<file path="config.mk">
export PLATFORM = sky130hd
export DESIGN_NAME = tcw_ctrl
export DESIGN_NICKNAME = d
export VERILOG_FILES = /design/src/rtl/core/tcw_pkg.sv /design/src/rtl/core/tcw_ctrl.sv
export SDC_FILE = /design/constraint.sdc
export NUM_CORES = 1
export LEC_CHECK = 0
export ABC_CLOCK_PERIOD_IN_PS = 3910
export BUFFER_PORTS_ARGS = -buffer_cell sky130_fd_sc_hd__buf_2
export CAP_MARGIN = 10
export CORE_AREA = 2 2 39 41
export DETAILED_ROUTE_END_ITERATION = 10
export DIE_AREA = 0 0 41 43
export PLACE_DENSITY_LB_ADDON = 0.2
export SLEW_MARGIN = 15
export SYNTH_ARGS = -nofsm -noshare
export SYNTH_HDL_FRONTEND = slang
export SYNTH_SLANG_ARGS = --single-unit
</file>
<file path="constraint.sdc">
create_clock -name clk_i -period 3.91 [get_ports clk_i]
set_input_delay 0.1955 -clock clk_i [delete_from_list [all_inputs] [get_ports clk_i]]
set_output_delay 0.1955 -clock clk_i [all_outputs]
set_load 0.02 [all_outputs]
</file>
<file path="src/rtl/core/tcw_pkg.sv">
// tcw_pkg: screen geometry, command codes, sweep ranges and the
// controller/datapath interface types of the text console cell writer.
// No dependencies.
package tcw_pkg;

  // screen geometry
  localparam int COLUMNS           = 80;
  localparam int ROWS              = 25;
  localparam int FIRST_CONTENT_ROW = 1;
  localparam int LAST_CONTENT_ROW  = 23;
  localparam int BACKSPACE_FLOOR   = 2;

  localparam int CELLS  = ROWS * COLUMNS;
  localparam int ADDR_W = $clog2(CELLS);

  // field widths
  localparam int MODE_W = 3;
  localparam int CHAR_W = 8;
  localparam int ROW_W  = 5;
  localparam int COL_W  = 7;
  localparam int CELL_W = 16;
  localparam int ATTR_W = 8;

  // register port
  localparam int APB_AW = 3;
  localparam int APB_DW = 32;
  localparam int REG_W  = APB_AW - 2;
  localparam logic [REG_W-1:0] REG_TEXT_COLOR = REG_W'(0);
  localparam logic [ATTR_W-1:0] COLOR_RESET   = 8'd7;

  // command codes
  localparam logic [MODE_W-1:0] MODE_PUT         = MODE_W'(0);
  localparam logic [MODE_W-1:0] MODE_BKSP        = MODE_W'(1);
  localparam logic [MODE_W-1:0] MODE_CLR_CONTENT = MODE_W'(2);
  localparam logic [MODE_W-1:0] MODE_CLR_SCREEN  = MODE_W'(3);
  localparam logic [MODE_W-1:0] MODE_READ        = MODE_W'(4);

  // character codes
  localparam logic [CHAR_W-1:0] NEWLINE_CODE = 8'd10;
  localparam logic [CHAR_W-1:0] SPACE_CODE   = 8'h20;

  // cursor limits
  localparam logic [ROW_W-1:0] HOME_ROW = ROW_W'(FIRST_CONTENT_ROW);
  localparam logic [ROW_W-1:0] LAST_ROW = ROW_W'(LAST_CONTENT_ROW);
  localparam logic [COL_W-1:0] LAST_COL = COL_W'(COLUMNS - 1);
  localparam logic [COL_W-1:0] BS_FLOOR = COL_W'(BACKSPACE_FLOOR);

  // rows that move up on a scroll exist only with two or more content rows
  localparam bit HAS_COPY = LAST_CONTENT_ROW > FIRST_CONTENT_ROW;

  // flat cell address ranges of the sweeps
  localparam logic [ADDR_W-1:0] ROW_STRIDE = ADDR_W'(COLUMNS);
  localparam logic [ADDR_W-1:0] SCREEN_LO  = ADDR_W'(0);
  localparam logic [ADDR_W-1:0] SCREEN_HI  = ADDR_W'(CELLS - 1);
  localparam logic [ADDR_W-1:0] CONTENT_LO = ADDR_W'(FIRST_CONTENT_ROW * COLUMNS);
  localparam logic [ADDR_W-1:0] CONTENT_HI = ADDR_W'((LAST_CONTENT_ROW + 1) * COLUMNS - 1);
  localparam logic [ADDR_W-1:0] COPY_LO    = ADDR_W'((FIRST_CONTENT_ROW + 1) * COLUMNS);
  localparam logic [ADDR_W-1:0] LASTROW_LO = ADDR_W'(LAST_CONTENT_ROW * COLUMNS);

  typedef enum logic [2:0] {
    SW_INIT,
    SW_SCREEN,
    SW_CONTENT,
    SW_COPY,
    SW_LAST
  } sweep_e;

  // controller to datapath
  typedef struct packed {
    logic   latch;
    logic   put;
    logic   bksp;
    logic   home;
    logic   rd_item;
    logic   sweep_init;
    sweep_e sweep_kind;
    logic   fill;
    logic   copy;
    logic   out_load;
  } cmd_t;

  // datapath to controller
  typedef struct packed {
    logic [MODE_W-1:0] mode;
    logic              put_scroll;
    logic              sweep_last;
  } stat_t;

  // flat address of a cell
  function automatic logic [ADDR_W-1:0] cell_addr(logic [ROW_W-1:0] row,
                                                  logic [COL_W-1:0] col);
    cell_addr = ADDR_W'(row) * ROW_STRIDE + ADDR_W'(col);
  endfunction

endpackage

</file>
<file path="src/rtl/core/tcw_ctrl.sv">
// tcw_ctrl: command sequencer of the text console cell writer; runs the
// reset clear, item decode, copy and fill sweeps and the result handshake.
// Depends on tcw_pkg; drives tcw_datapath through cmd_t.
module tcw_ctrl (
  input  logic           clk_i,
  input  logic           rst_ni,
  input  logic           in_valid_i,
  output logic           in_ready_o,
  output logic           out_valid_o,
  input  logic           out_ready_i,
  input  tcw_pkg::stat_t stat_i,
  output tcw_pkg::cmd_t  cmd_o
);
  import tcw_pkg::*;

  typedef enum logic [2:0] {
    S_INIT,
    S_IDLE,
    S_EXEC,
    S_COPY,
    S_FLUSH,
    S_FILL,
    S_READ,
    S_RESULT
  } state_e;

  state_e state_q, state_d;
  logic   out_valid_q, out_valid_d;
  logic   out_free;

  assign out_free   = !out_valid_q || out_ready_i;
  assign in_ready_o = (state_q == S_IDLE);

  // next state and commands
  always_comb begin
    state_d     = state_q;
    out_valid_d = out_valid_q && !out_ready_i;
    cmd_o       = '0;
    cmd_o.sweep_kind = SW_SCREEN;
    unique case (state_q)
      S_INIT: begin
        cmd_o.fill = 1'b1;
        if (stat_i.sweep_last) begin
          state_d = S_IDLE;
        end
      end
      S_IDLE: begin
        if (in_valid_i) begin
          cmd_o.latch = 1'b1;
          state_d     = S_EXEC;
        end
      end
      S_EXEC: begin
        priority if (stat_i.mode == MODE_PUT) begin
          cmd_o.put = 1'b1;
          if (stat_i.put_scroll) begin
            cmd_o.sweep_init = 1'b1;
            cmd_o.sweep_kind = HAS_COPY ? SW_COPY : SW_LAST;
            state_d          = HAS_COPY ? S_COPY : S_FILL;
          end else begin
            state_d = S_RESULT;
          end
        end else if (stat_i.mode == MODE_BKSP) begin
          cmd_o.bksp = 1'b1;
          state_d    = S_RESULT;
        end else if (stat_i.mode == MODE_CLR_CONTENT) begin
          cmd_o.home       = 1'b1;
          cmd_o.sweep_init = 1'b1;
          cmd_o.sweep_kind = SW_CONTENT;
          state_d          = S_FILL;
        end else if (stat_i.mode == MODE_CLR_SCREEN) begin
          cmd_o.home       = 1'b1;
          cmd_o.sweep_init = 1'b1;
          cmd_o.sweep_kind = SW_SCREEN;
          state_d          = S_FILL;
        end else if (stat_i.mode == MODE_READ) begin
          cmd_o.rd_item = 1'b1;
          state_d       = S_READ;
        end else begin
          state_d = S_RESULT;
        end
      end
      // one cell moved up a row per cycle over the content rows below the first
      S_COPY: begin
        cmd_o.copy = 1'b1;
        if (stat_i.sweep_last) begin
          state_d = S_FLUSH;
        end
      end
      // last copy beat writes back, then blank the bottom content row
      S_FLUSH: begin
        cmd_o.sweep_init = 1'b1;
        cmd_o.sweep_kind = SW_LAST;
        state_d          = S_FILL;
      end
      S_FILL: begin
        cmd_o.fill = 1'b1;
        if (stat_i.sweep_last) begin
          state_d = S_RESULT;
        end
      end
      S_READ: begin
        state_d = S_RESULT;
      end
      S_RESULT: begin
        if (out_free) begin
          cmd_o.out_load = 1'b1;
          out_valid_d    = 1'b1;
          state_d        = S_IDLE;
        end
      end
      default: begin
        state_d = S_IDLE;
      end
    endcase
  end

  // state and result valid
  always_ff @(posedge clk_i or negedge rst_ni) begin
    if (!rst_ni) begin
      state_q     <= S_INIT;
      out_valid_q <= 1'b0;
    end else begin
      state_q     <= state_d;
      out_valid_q <= out_valid_d;
    end
  end

  assign out_valid_o = out_valid_q;

endmodule

</file>
* Yosys cells after proc, flatten, opt, wreduce, memory -nomap -nowiden
Cells that the tools add are included.
Word-level totals: output and inout port bits 14, bits in registers 4, input port bits 9
Cells by class: eq/ne operators 16, multiplexer cells 35, reductions and logical operators 8
Operators with widths (count):
- $mux W3 | 11
- $pmux W3 S8 | 1
- $mux W4 | 5
- $mux W1 | 16
- $eq A3 B3 Y1 const B | 5
- $eq A3 B2 Y1 const B | 4
- $ne A2 B2 Y1 const B | 5
- $pmux W4 S2 | 1
- $eq A3 B1 Y1 const B | 2
- $logic_not A3 Y1 | 2
- $mux W6 | 1
- $reduce_and A5 Y1 | 1
- $logic_not A1 Y1 | 2
- $reduce_or A2 Y1 | 1
- $logic_and A1 B1 Y1 | 1
- $logic_or A1 B1 Y1 | 1

* Logic depth before layout (Yosys ltp)
Gate-level depths: netlist of run 1.
word-level depth 7, mapped depth 4

* Worst setup path before layout of run 1
Ideal clock, no wire load.
path type register to output, start register state_q[2], end output cmd_o[10] (netlist name), data arrival time 1472 ps, stages on the path, launching flop included 3, slack 2242 ps, path buffers 0, cell sequence dfrtp_1 > or4b_4 > nor3_1
RTL lines:
- start, declared | line tcw_ctrl.sv:27 | state_e state_q, state_d;
- start signal, assigned | line tcw_ctrl.sv:124 | state_q <= state_d;
- end, declared | line tcw_ctrl.sv:12 | output tcw_pkg::cmd_t cmd_o

==> summary.md, run 1 <==
| Metric | Value |
|---|---|
| Outcome | `completed` |
| Flop-to-flop setup slack | `2.71 ns` |
| Layout cells sized above 1 | `0.3913` |
| DPL Wire Length | `between 600 and 700 µm` |
| Global Route met2 Usage | `0.1594` |
| Iter 0 DRT Violations | `3` |
| P_leak | `roughly 0.28 nW` |
| GR Layer Usage met1 | `0.1383` |
| Die Y | `43 µm` |
| Total Neg Setup Slack | `0 ns` |
| Post-cts resize count | `0` |
| Worst Path Required | `3.71 ns` |
| Vias in the first global route | `339` |
| RD Place Congestion | `just over 0.7` |
| Post-Route WL | `824 µm` |
| CTS tree | `done` |
| Num CTS Buffers | `3` |
| Core area | `roughly 1400 µm²` |
| H-tree Lvls | `1` |
| Cell area power density | `around 710 nW/µm²` |
| Yosys Warn Count | `0` |
| Relative slew slack | `0.7686` |
| Slowest CP cell | `or4b_4` |
| Post-placement cell area | `451.7 µm²` |
| Final worst-path cycle share | `0.4774` |
| Min-Delay Path Class | `input port to flop` |
| Seq cells post-synth | `4` |
| Final hold vios | `0` |
| CP arrival | `1.67 ns` |
| Clock power frac | `0.149` |
| Post-Syn Instances | `45` |
| First-pass GRT wire length | `about 1400 µm` |
| Worst-margin pin slew | `0.3471 ns` |
| Unique cell type count in the Yosys netlist | `23` |
| Initial cell density of the core | `0.2414` |
| Global routing usage on met3 | `0.06283` |
| Vias post-DR | `398` |
| Setup Crit Path Kind | `flop to output pin` |
| Nets | `80` |
| Busiest grt layer | `met2` |
| Hold Path Depth | `2` |
| Average wire per standard cell | `roughly 9.7 µm` |
| PortBufs | `22` |
| Endpoints failing setup | `0` |
| F_max | `roughly 540 MHz` |
| Critical path launch point type | `flop` |
| Via density | `4.682` |
| Syn avg cell area | `7.424 µm²` |
| R2r worst-path depth | `3` |
| Design Power | `about 350 µW` |
| Final instance area | `484.2 µm²` |
| Final Critical Period | `1.867 ns` |
| Crit Path Max Fanout | `7` |
| Largest net degree at the start of global routing | `13` |
| Die area | `1763 µm²` |
| Switching Fraction | `0.5062` |
| Routed Antenna Nets | `0` |
| Residual DRC | `0` |
| Row Count | `14` |
| Clk sinks | `4` |
| Worst clock skew | `0.003670 ns` |
| Placed Cells | `81` |
| Ant. Diodes | `0` |
| Sequential cell area fraction in the yosys report | `0.2996` |
| Share of power burned in combinational logic | `0.551` |
| WHS Endpoint | `out_valid_o` |
| Clk root buf | `clkbuf_4` |
| Crit. End Element | `output pin` |
| Total grt overflow | `0` |
| I/O pins | `23` |
| Synth Cell Area | `334.1 µm²` |
| Switching pwr | `between 150 and 200 µW` |
| Most area-hungry cell type in the Yosys netlist | `dfrtp_1` |
| Crit-path max cell delay | `0.60 ns` |
| Die X | `~40 µm` |
| Postcts setup bufs | `0` |
| Internal power | `170.8 µW` |
| Crit-path cells | `or4b_4 -> nor2_2 -> o21a_1 -> buf_2` |
| Fill cells | `147` |
| RSZ-0062 raised after global routing | `false` |
| Initial antenna violation count | `0` |
| Clock tree buffer depth | `2` |
| Maximum vdd drop | `0.0003304 V` |
| All-Layer GR Usage | `0.1124` |
| Worst flop-to-flop path startpoint | `state_q[2]` |
| Yosys top cell area share | `0.2996` |
| Max-capacitance violation count | `0` |
| Hold Path Origin | `out_ready_i` |
| Syn Nets | `54` |
| Critical path origin | `state_q[2]` |
| Area grow syn2layout | `44.94%` |
| Sequential fraction of design power | `0.300` |
| Max Slew Vio Count | `0` |
| Top area cells in the synthesized netlist | `dfrtp_1 (30%), inv_1 (7.9%), a21oi_1 (7.5%), nor3_1 (6.0%), and3_1 (5.6%)` |
| Post-route insts no fill | `85` |
| FF-to-FF End | `state_q[0]` |
| Reg clk slew, reported paths | `0.04 ns` |
| TritonRoute pass-1 iters | `2` |
| Skew-Pair Late Insertion Delay | `~0.24 ns` |
[cell usage in the layout, fill, tap and decap left out, types with 2 or more instances in the layout]
cell type and n:
a21oi_1 5, buf_2 22, nor2_1 2, and3_1 3, nor3_1 4, inv_1 7
nand3_1 2, clkbuf_4 3, dfrtp_1 4, o21ai_0 3
[routing by layer]
metal | part of all wire | vias to the layer above
met1 | 0.46 | 179
met5 | 0 | -
met3 | 0.047 | 0
met2 | 0.49 | 11
li1 | - | 208
met4 | 0 | 0
[power groups by stage]
stage          Combinational (mW)  Clock (mW)  Sequential (mW)
2_1_floorplan               0.156           0           0.0839
3_3_place_gp                0.192           0            0.104
3_5_place_dp                0.191           0            0.104
4_1_cts                     0.193      0.0537            0.104
5_1_grt                     0.211      0.0567            0.108
6_report                    0.191      0.0514            0.104
[area by class of cell]
type / instances / area, µm² / share of cell area
multi-input cells: 32 / 195.2 / 0.4031
flip-flops and latches: 4 / 100.1 / 0.2067
well taps: 16 / 20.02 / 0.04134
repair buffers: 23 / 120.1 / 0.2481
inverters: 7 / 26.28 / 0.05426
clock buffers: 3 / 22.52 / 0.04651
[flip-flops by register name (all words and copies together), names as in the netlist]
name / cells
out_valid_o: 1
state_q: 3
[through the flow]
stage | setup WS, ns | hold WS [ns] | utilization
floorplan | 2.242 | -0.1001 | -
global placement | 2.288 | 0.006646 | 0.3264
detailed placement | 2.281 | 0.004563 | 0.3264
CTS | 2.023 | 0.1632 | 0.3499
global route | 1.960 | 0.1872 | 0.3499
finish | 2.043 | 0.1754 | 0.3499
[cells by family (layout without fill, tap and decap cells)]
| logic type | count (synthesis) | in the layout | synth area share |
|---|---|---|---|
| compound gates | 13 | 13 | 0.2360 |
| simple gates | 18 | 18 | 0.3221 |
| flops | 4 | 4 | 0.2996 |
| buf+inv | 9 | 33 | 0.1161 |
| xor+xnor | 1 | 1 | 0.02622 |
[Yosys cell counts]
| cell type | count |
|---|---|
| o21a_1 | 1 |
| o311ai_0 | 1 |
| nor2_1 | 2 |
| nor2_2 | 1 |
| inv_1 | 7 |
| a21oi_1 | 5 |
| xor2_1 | 1 |
| and3b_1 | 1 |
| a221oi_1 | 1 |
| o21bai_1 | 1 |
| dfrtp_1 | 4 |
| buf_2 | 1 |
| nor4_1 | 1 |
| nand2b_1 | 1 |
| nand3_1 | 2 |
| nor3_1 | 4 |
| and2_1 | 1 |
| a31oi_1 | 1 |
| buf_4 | 1 |
| o21ai_0 | 3 |
| nand2_1 | 1 |
| or4b_4 | 1 |
| and3_1 | 3 |
[worst max-delay path, delay by kind of cell (launching register included)]
| kind | cells | cell delay, ns |
|---|---|---|
| and+or+nand+nor | 2 | 0.72 |
| buffers and inverters | 1 | 0.15 |
| DFF | 1 | 0.45 |
| AOI/OAI and AO/OA | 1 | 0.12 |
[how the worst max path moves through the flow]
stage | endpoint | slack [ns]
2_1_floorplan | cmd_o[10] | 2.24
3_3_place_gp | cmd_o[4] | 2.29
3_5_place_dp | cmd_o[4] | 2.28
4_1_cts | cmd_o[4] | 2.02
5_1_grt | cmd_o[4] | 1.96
6_report | cmd_o[4] | 2.04
[repair_timing]
item / in CTS / in global routing
hold endpoints to repair: 4 / 0
setup endpoints to repair: 0 / 0
hold buffers: 1 / 0
Note: power is estimated with default switching activity, not from simulation.
==> inputs of run 2 (changes only) <==
--- a/config.mk
+++ b/config.mk
@@ -5,7 +5,7 @@
 export SDC_FILE = /design/constraint.sdc
 export NUM_CORES = 1
 export LEC_CHECK = 0
-export ABC_CLOCK_PERIOD_IN_PS = 3910
+export ABC_CLOCK_PERIOD_IN_PS = 1800
 export BUFFER_PORTS_ARGS = -buffer_cell sky130_fd_sc_hd__buf_2
 export CAP_MARGIN = 10
 export CORE_AREA = 2 2 39 41
==> constraint.sdc (replaced) <==
create_clock -name clk_i -period 1.8 [get_ports clk_i]
set_input_delay 0.09 -clock clk_i [delete_from_list [all_inputs] [get_ports clk_i]]
set_output_delay 0.09 -clock clk_i [all_outputs]
set_load 0.02 [all_outputs]
==> summary.md, run 2 (same netlist as run 1, synthesis figures left out) <==
| Metric | Value |
|---|---|
| Most frequent cells in the layout | `buf_2 (22), inv_1 (7), a21oi_1 (5)` |
| Pre-CTS setup slack | `0.3873 ns (-1.894 ns)` |
| Largest net degree at the start of global routing | `12 (-1)` |
| Initial cell density of the core | `0.2414 (unchanged)` |
| DPL Wire Length | `686.2 µm (+3.9%)` |
| Postcts setup bufs | `0 (unchanged)` |
| Die area | `1763 µm² (unchanged)` |
| CP top delay family | `simple AND/OR/NAND/NOR gates` |
| Most flops, register | `state_q` |
| TritonRoute pass-1 iters | `2 (unchanged)` |
| Commonest non-fill, non-tap cell in the layout | `buf_2` |
| Core area | `1384 µm² (unchanged)` |
| Skew-Pair Late Insertion Delay | `0.23 ns (about the same)` |
| All-Layer GR Usage | `0.1258 (+0.01330)` |
| Worst Path Required | `1.71 ns (-2.00 ns)` |
| Initial antenna violation count | `0 (unchanged)` |
| Final hold vios | `0 (unchanged)` |
| Worst clock skew | `0.001820 ns (-0.001850 ns)` |
| Share of power burned in combinational logic | `0.664 (+0.113)` |
| Crit-path max cell delay | `0.57 ns (-0.03 ns)` |
| Reg clk slew, reported paths | `0.04 ns (about the same)` |
| Fill cells | `154 (+4.8%)` |
| Via density | `4.568 (-2.4%)` |
| Sequential fraction of design power | `0.201 (-0.099)` |
| Switching pwr | `393.1 µW (+120%)` |
| Max FFs per register | `3 (unchanged)` |
| Max-capacitance violation count | `0 (unchanged)` |
| Cell area power density | `1592 nW/µm² (+120%)` |
| Num CTS Buffers | `3 (unchanged)` |
| PortBufs | `22 (unchanged)` |
| Die X | `41 µm (unchanged)` |
| Die Y | `43 µm (unchanged)` |
| Nets | `83 (+3.8%)` |
| Clock tree buffer depth | `2 (unchanged)` |
| Final Critical Period | `1.648 ns` |
| Average wire per standard cell | `9.909 µm (+2.2%)` |
| Worst Path Buf+Inv | `1 (unchanged)` |
| Total grt overflow | `0 (unchanged)` |
| Layout cells sized above 1 | `0.4167 (+0.02536)` |
| H-tree Lvls | `1 (unchanged)` |
| Crit. End Element | `output pin` |
| Ant. Diodes | `0 (unchanged)` |
| Worst-margin pin slew | `0.3231 ns (-0.02400 ns)` |
| Vias in the first global route | `358 (+5.6%)` |
| PnR worst setup slack | `0.1520 ns (-1.891 ns)` |
| Endpoints failing setup | `0 (unchanged)` |
| Vias post-DR | `402 (+1.0%)` |
| Outcome | `completed` |
| Routed Antenna Nets | `0 (unchanged)` |
| Slowest CP cell | `or4b_4` |
| Relative slew slack | `0.7819 (+0.01327)` |
| Crit-path cells | `or4b_4 -> nor2_2 -> o21a_1 -> buf_2` |
| Critical path launch point type | `flop` |
| Final worst-path cycle share | `0.9156` |
| Iter 0 DRT Violations | `5 (+2)` |
| Post-Route WL | `872 µm (+5.8%)` |
| Total Neg Setup Slack | `0 ns (unchanged)` |
| I/O pins | `23 (unchanged)` |
| Max Slew Vio Count | `0 (unchanged)` |
| Clk sinks | `4 (unchanged)` |
| Setup Crit Path Kind | `flop to output pin` |
| Final Core Density | `0.3662 (+0.01627)` |
| Clk root buf | `clkbuf_4` |
| Switching Fraction | `0.4872 (-0.01895)` |
| Row Count | `14 (unchanged)` |
| Clock power frac | `0.135 (-0.014)` |
| Residual DRC | `0 (unchanged)` |
| Min-Delay Path Class | `input port to flop` |
| First-pass GRT wire length | `1483 µm (+9.7%)` |
| P_leak | `0.2907 nW (+5.0%)` |
| Area grow syn2layout | `51.69%` |
| RD Place Congestion | `0.7422 (+4.8%)` |
| CTS tree | `done` |
| Internal power | `413.8 µW (+140%)` |
| Maximum vdd drop | `0.0006510 V (+97%)` |
| RSZ-0062 raised after global routing | `false` |
| Crit Path Max Fanout | `5 (-2)` |
| F_max | `606.8 MHz` |
| CP arrival | `1.56 ns (-0.11 ns)` |
[run 2: path summary, 6_finish.rpt]
kind	startpoint	endpoint	slack (ns)	cells after the start
min in group asynchronous	rst_ni	state_q[0]	0.19	2
max in group asynchronous	rst_ni	state_q[1]	1.50	2
max reg2reg	state_q[2]	state_q[0]	0.55	4
max	state_q[2]	cmd_o[4]	0.15	4
min	out_ready_i	out_valid_o	0.07	2
min reg2reg	out_valid_o	out_valid_o	0.55	2
[run 2: worst register-to-register path, stage by stage (launching register included)]
cell,delay (ns)
dfrtp_1,0.37
buf_4,0.16
nor4_1,0.32
and3_1,0.22
a31oi_1,0.05
[run 2: repair_timing]
action                                 CTS  global route
hold buffers                             1             0
endpoints found under the hold margin    4             0
resized for setup                        0             0
[run 2: power by group through the flow]
stage	clock (mW)	sequential, mW	combinational, mW
6_report	0.109	0.162	0.536
5_1_grt	0.123	0.169	0.588
4_1_cts	0.114	0.163	0.535
3_5_place_dp	0	0.164	0.530
3_3_place_gp	0	0.162	0.540
2_1_floorplan	0	0.182	0.339
[run 2: stage by stage]
step	total power [mW]	cells	cell area [µm²]	hold slack (ns)
detailed placement	0.6946	84	474.2	-0.1034
global route	0.8795	88	506.7	0.1086
CTS	0.8124	88	506.7	0.06051
global placement	0.7018	84	474.2	-0.1024
floorplan	0.5215	45	334.1	-0.2056
finish	0.8069	88	506.7	0.07360
[run 2: layout make-up]
cell class	count	area, µm²	area share
clock buffer	3	22.52	0.04444
inverter	7	26.28	0.05185
timing repair buffer	26	142.6	0.2815
multi-input combinational	32	195.2	0.3852
tap	16	20.02	0.03951
sequential	4	100.1	0.1975
[run 2: layer usage]
metal / global-route usage / share of wire / vias to the layer above
li1: - / - / 214
met4: 0.1200 / 0.014 / 0
met2: 0.1563 / 0.46 / 11
met5: 0 / 0 / -
met3: 0.01571 / 0.045 / 2
met1: 0.1748 / 0.48 / 175
==> inputs of run 3 (changes only) <==
--- a/config.mk
+++ b/config.mk
@@ -8,10 +8,13 @@
 export ABC_CLOCK_PERIOD_IN_PS = 1800
 export BUFFER_PORTS_ARGS = -buffer_cell sky130_fd_sc_hd__buf_2
 export CAP_MARGIN = 10
-export CORE_AREA = 2 2 39 41
+export CELL_PAD_IN_SITES_DETAIL_PLACEMENT = 1
+export CELL_PAD_IN_SITES_GLOBAL_PLACEMENT = 1
+export CORE_MARGIN = 2
+export CORE_UTILIZATION = 24
 export DETAILED_ROUTE_END_ITERATION = 10
-export DIE_AREA = 0 0 41 43
 export PLACE_DENSITY_LB_ADDON = 0.2
+export SKIP_LAST_GASP = 1
 export SLEW_MARGIN = 15
 export SYNTH_ARGS = -nofsm -noshare
 export SYNTH_HDL_FRONTEND = slang
==> summary.md, run 3 (same netlist as run 1, synthesis figures left out) <==
| Metric | Value |
|---|---|
| Min-Delay Path Class | `input port to flop` |
| Area grow syn2layout | `53.93%` |
| Hold Path Depth | `2 (unchanged)` |
| Reg clk slew, reported paths | `0.04 ns (about the same)` |
| Crit. End Element | `output pin` |
| R2r worst-path depth | `4 (unchanged)` |
| Clk sinks | `4 (unchanged)` |
| Hold_ws | `0.07733 ns (+0.003728 ns)` |
| Endpoints failing setup | `0 (unchanged)` |
| Crit Path Max Fanout | `5 (unchanged)` |
| Most frequent cells in the layout | `buf_2 (22), inv_1 (7), a21oi_1 (5)` |
| Commonest non-fill, non-tap cell in the layout | `buf_2` |
| DPL Wire Length | `872.3 µm (+27%)` |
| Iter 0 DRT Violations | `2 (-3)` |
| Crit-path max cell delay | `0.58 ns (about the same)` |
| TritonRoute pass-1 iters | `3 (+1)` |
| Die area | `1707 µm² (-3.2%)` |
| Worst clock skew | `0.007182 ns (+0.005362 ns)` |
| Post-Route WL | `1132 µm (+30%)` |
| Max Slew Vio Count | `0 (unchanged)` |
| Worst Path Required | `1.71 ns (about the same)` |
| Share of power burned in combinational logic | `0.664 (about the same)` |
| P_leak | `0.2945 nW (+1.3%)` |
| Die Y | `41.31 µm (-3.9%)` |
| Initial antenna violation count | `0 (unchanged)` |
| RD Place Congestion | `0.7507 (+1.1%)` |
| Core area | `1301 µm² (-6.0%)` |
| CTS tree | `done` |
| H-tree Lvls | `1 (unchanged)` |
| Skew-Pair Late Insertion Delay | `0.24 ns (about the same)` |
| Outcome | `completed` |
| Fill cells | `189 (+23%)` |
| FF+latch area | `101.3 µm² (+1.2%)` |
| Relative slew slack | `0.7787 (-0.003223)` |
| Total grt overflow | `0 (unchanged)` |
| Clock tree buffer depth | `2 (unchanged)` |
| Switching pwr | `414.2 µW (+5.4%)` |
| Switching Fraction | `0.4911 (+0.003905)` |
| Clk root buf | `clkbuf_4` |
| Sequential fraction of design power | `0.205 (+0.004)` |
| Routed Antenna Nets | `0 (unchanged)` |
| Maximum vdd drop | `0.0007302 V (+12%)` |
| CP top delay family | `simple AND/OR/NAND/NOR gates` |
| Multi-input logic area | `195.2 µm² (unchanged)` |
| Worst Path Buf+Inv | `1 (unchanged)` |
| Max-capacitance violation count | `0 (unchanged)` |
| Final worst-path cycle share | `0.9585 (+0.04294)` |
| Initial cell density of the core | `0.2567 (+0.01532)` |
| Largest net degree at the start of global routing | `12 (unchanged)` |
| Vias post-DR | `438 (+9.0%)` |
| Total Neg Setup Slack | `0 ns (unchanged)` |
| I/O pins | `23 (unchanged)` |
| Final Core Density | `0.3952 (+0.02901)` |
| Row Count | `13 (-1)` |
| FF-to-FF End | `state_q[1]` |
| Crit-path cells | `or4b_4 -> nor2_2 -> o21a_1 -> buf_2` |
| Ant. Diodes | `0 (unchanged)` |
| Clock power frac | `0.131 (-0.004)` |
| Nets | `84 (+1.2%)` |
| Slowest CP cell | `or4b_4` |
| Hold Path Origin | `out_ready_i` |
| Worst flop-to-flop path startpoint | `state_q[2]` |
| CP arrival | `1.64 ns (+0.08 ns)` |
| Most flops, register | `state_q` |
| Max FFs per register | `3 (unchanged)` |
| Final Critical Period | `1.725 ns (+0.07730 ns)` |
| Vias in the first global route | `388 (+8.4%)` |
| Num CTS Buffers | `3 (unchanged)` |
| Via density | `4.977 (+9.0%)` |
| First-pass GRT wire length | `1600 µm (+7.9%)` |
| F_max | `579.6 MHz (-4.5%)` |
| WHS Endpoint | `out_valid_o` |
| Residual DRC | `0 (unchanged)` |
| Critical path launch point type | `flop` |
| Final hold vios | `0 (unchanged)` |
| All-Layer GR Usage | `0.1451 (+0.01932)` |
| Setup Crit Path Kind | `flop to output pin` |
| RSZ-0062 raised after global routing | `false` |
| Average wire per standard cell | `12.86 µm (+30%)` |
| Internal power | `429.2 µW (+3.7%)` |
| Flop-to-flop setup slack | `0.58 ns (+0.03 ns)` |
| Cell area power density | `1640 nW/µm² (+3.0%)` |
| Layout cells sized above 1 | `0.4384 (+0.02169)` |
| Worst-margin pin slew | `0.3278 ns (+0.004773 ns)` |
| PortBufs | `22 (unchanged)` |
| Die X | `41.31 µm (+0.76%)` |
-- run 3: final cells by class --
| class | instances | area share |
|---|---|---|
| multi-input cells | 32 | 0.3796 |
| repair buffers | 27 | 0.2920 |
| flip-flops and latches | 4 | 0.1971 |
| inverters | 7 | 0.05109 |
| clock buffers | 3 | 0.04380 |
| well taps | 15 | 0.03650 |
-- run 3: worst max-delay path by stage --
stage / startpoint / to / cells past startpoint
final: state_q[2] / cmd_o[4] / 4
after global routing: state_q[2] / cmd_o[4] / 4
after CTS: state_q[2] / cmd_o[4] / 4
after detailed placement: state_q[2] / cmd_o[4] / 4
after global placement: state_q[2] / cmd_o[4] / 4
after floorplan: state_q[2] / cmd_o[10] / 2
-- run 3: layer usage --
layer  wire length (µm)  part of all wire  global-route usage
met1                512              0.45              0.1897
met2                560              0.49              0.2188
met3                 59             0.052             0.03723
met5                  0                 0                   0
met4                  0                 0             0.07258
-- run 3: worst register-to-register path: stages, from the launching register on --
cell and delay (ns):
dfrtp_2 0.42, buf_4 0.16, inv_1 0.12, o21ai_0 0.11, a221oi_1 0.30
-- run 3: per-stage QoR --
step | instances | power [mW] | cell area, µm² | worst slack (ns)
6_report | 88 | 0.8434 | 514.2 | 0.07467
2_1_floorplan | 45 | 0.5215 | 334.1 | 0.2379
3_5_place_dp | 82 | 0.6949 | 465.4 | 0.2688
4_1_cts | 86 | 0.8157 | 498.0 | 0.007548
3_3_place_gp | 82 | 0.6928 | 465.4 | 0.3016
5_1_grt | 88 | 0.9210 | 514.2 | 0.02637
-- run 3: power by group through the flow --
stage	Clock (mW)	Sequential [mW]	Combinational (mW)
finish	0.111	0.173	0.560
CTS	0.116	0.181	0.519
detailed placement	0	0.182	0.513
floorplan	0	0.182	0.339
global placement	0	0.179	0.514
global route	0.122	0.180	0.620
-- run 3: timing repair --
| item | in CTS | in global routing |
|---|---|---|
| setup buffers | 0 | 2 |
| hold buffers | 1 | 0 |
| hold endpoints to repair | 4 | 0 |
| resized for setup | 0 | 1 |
| endpoints found under the setup margin | 0 | 2 |
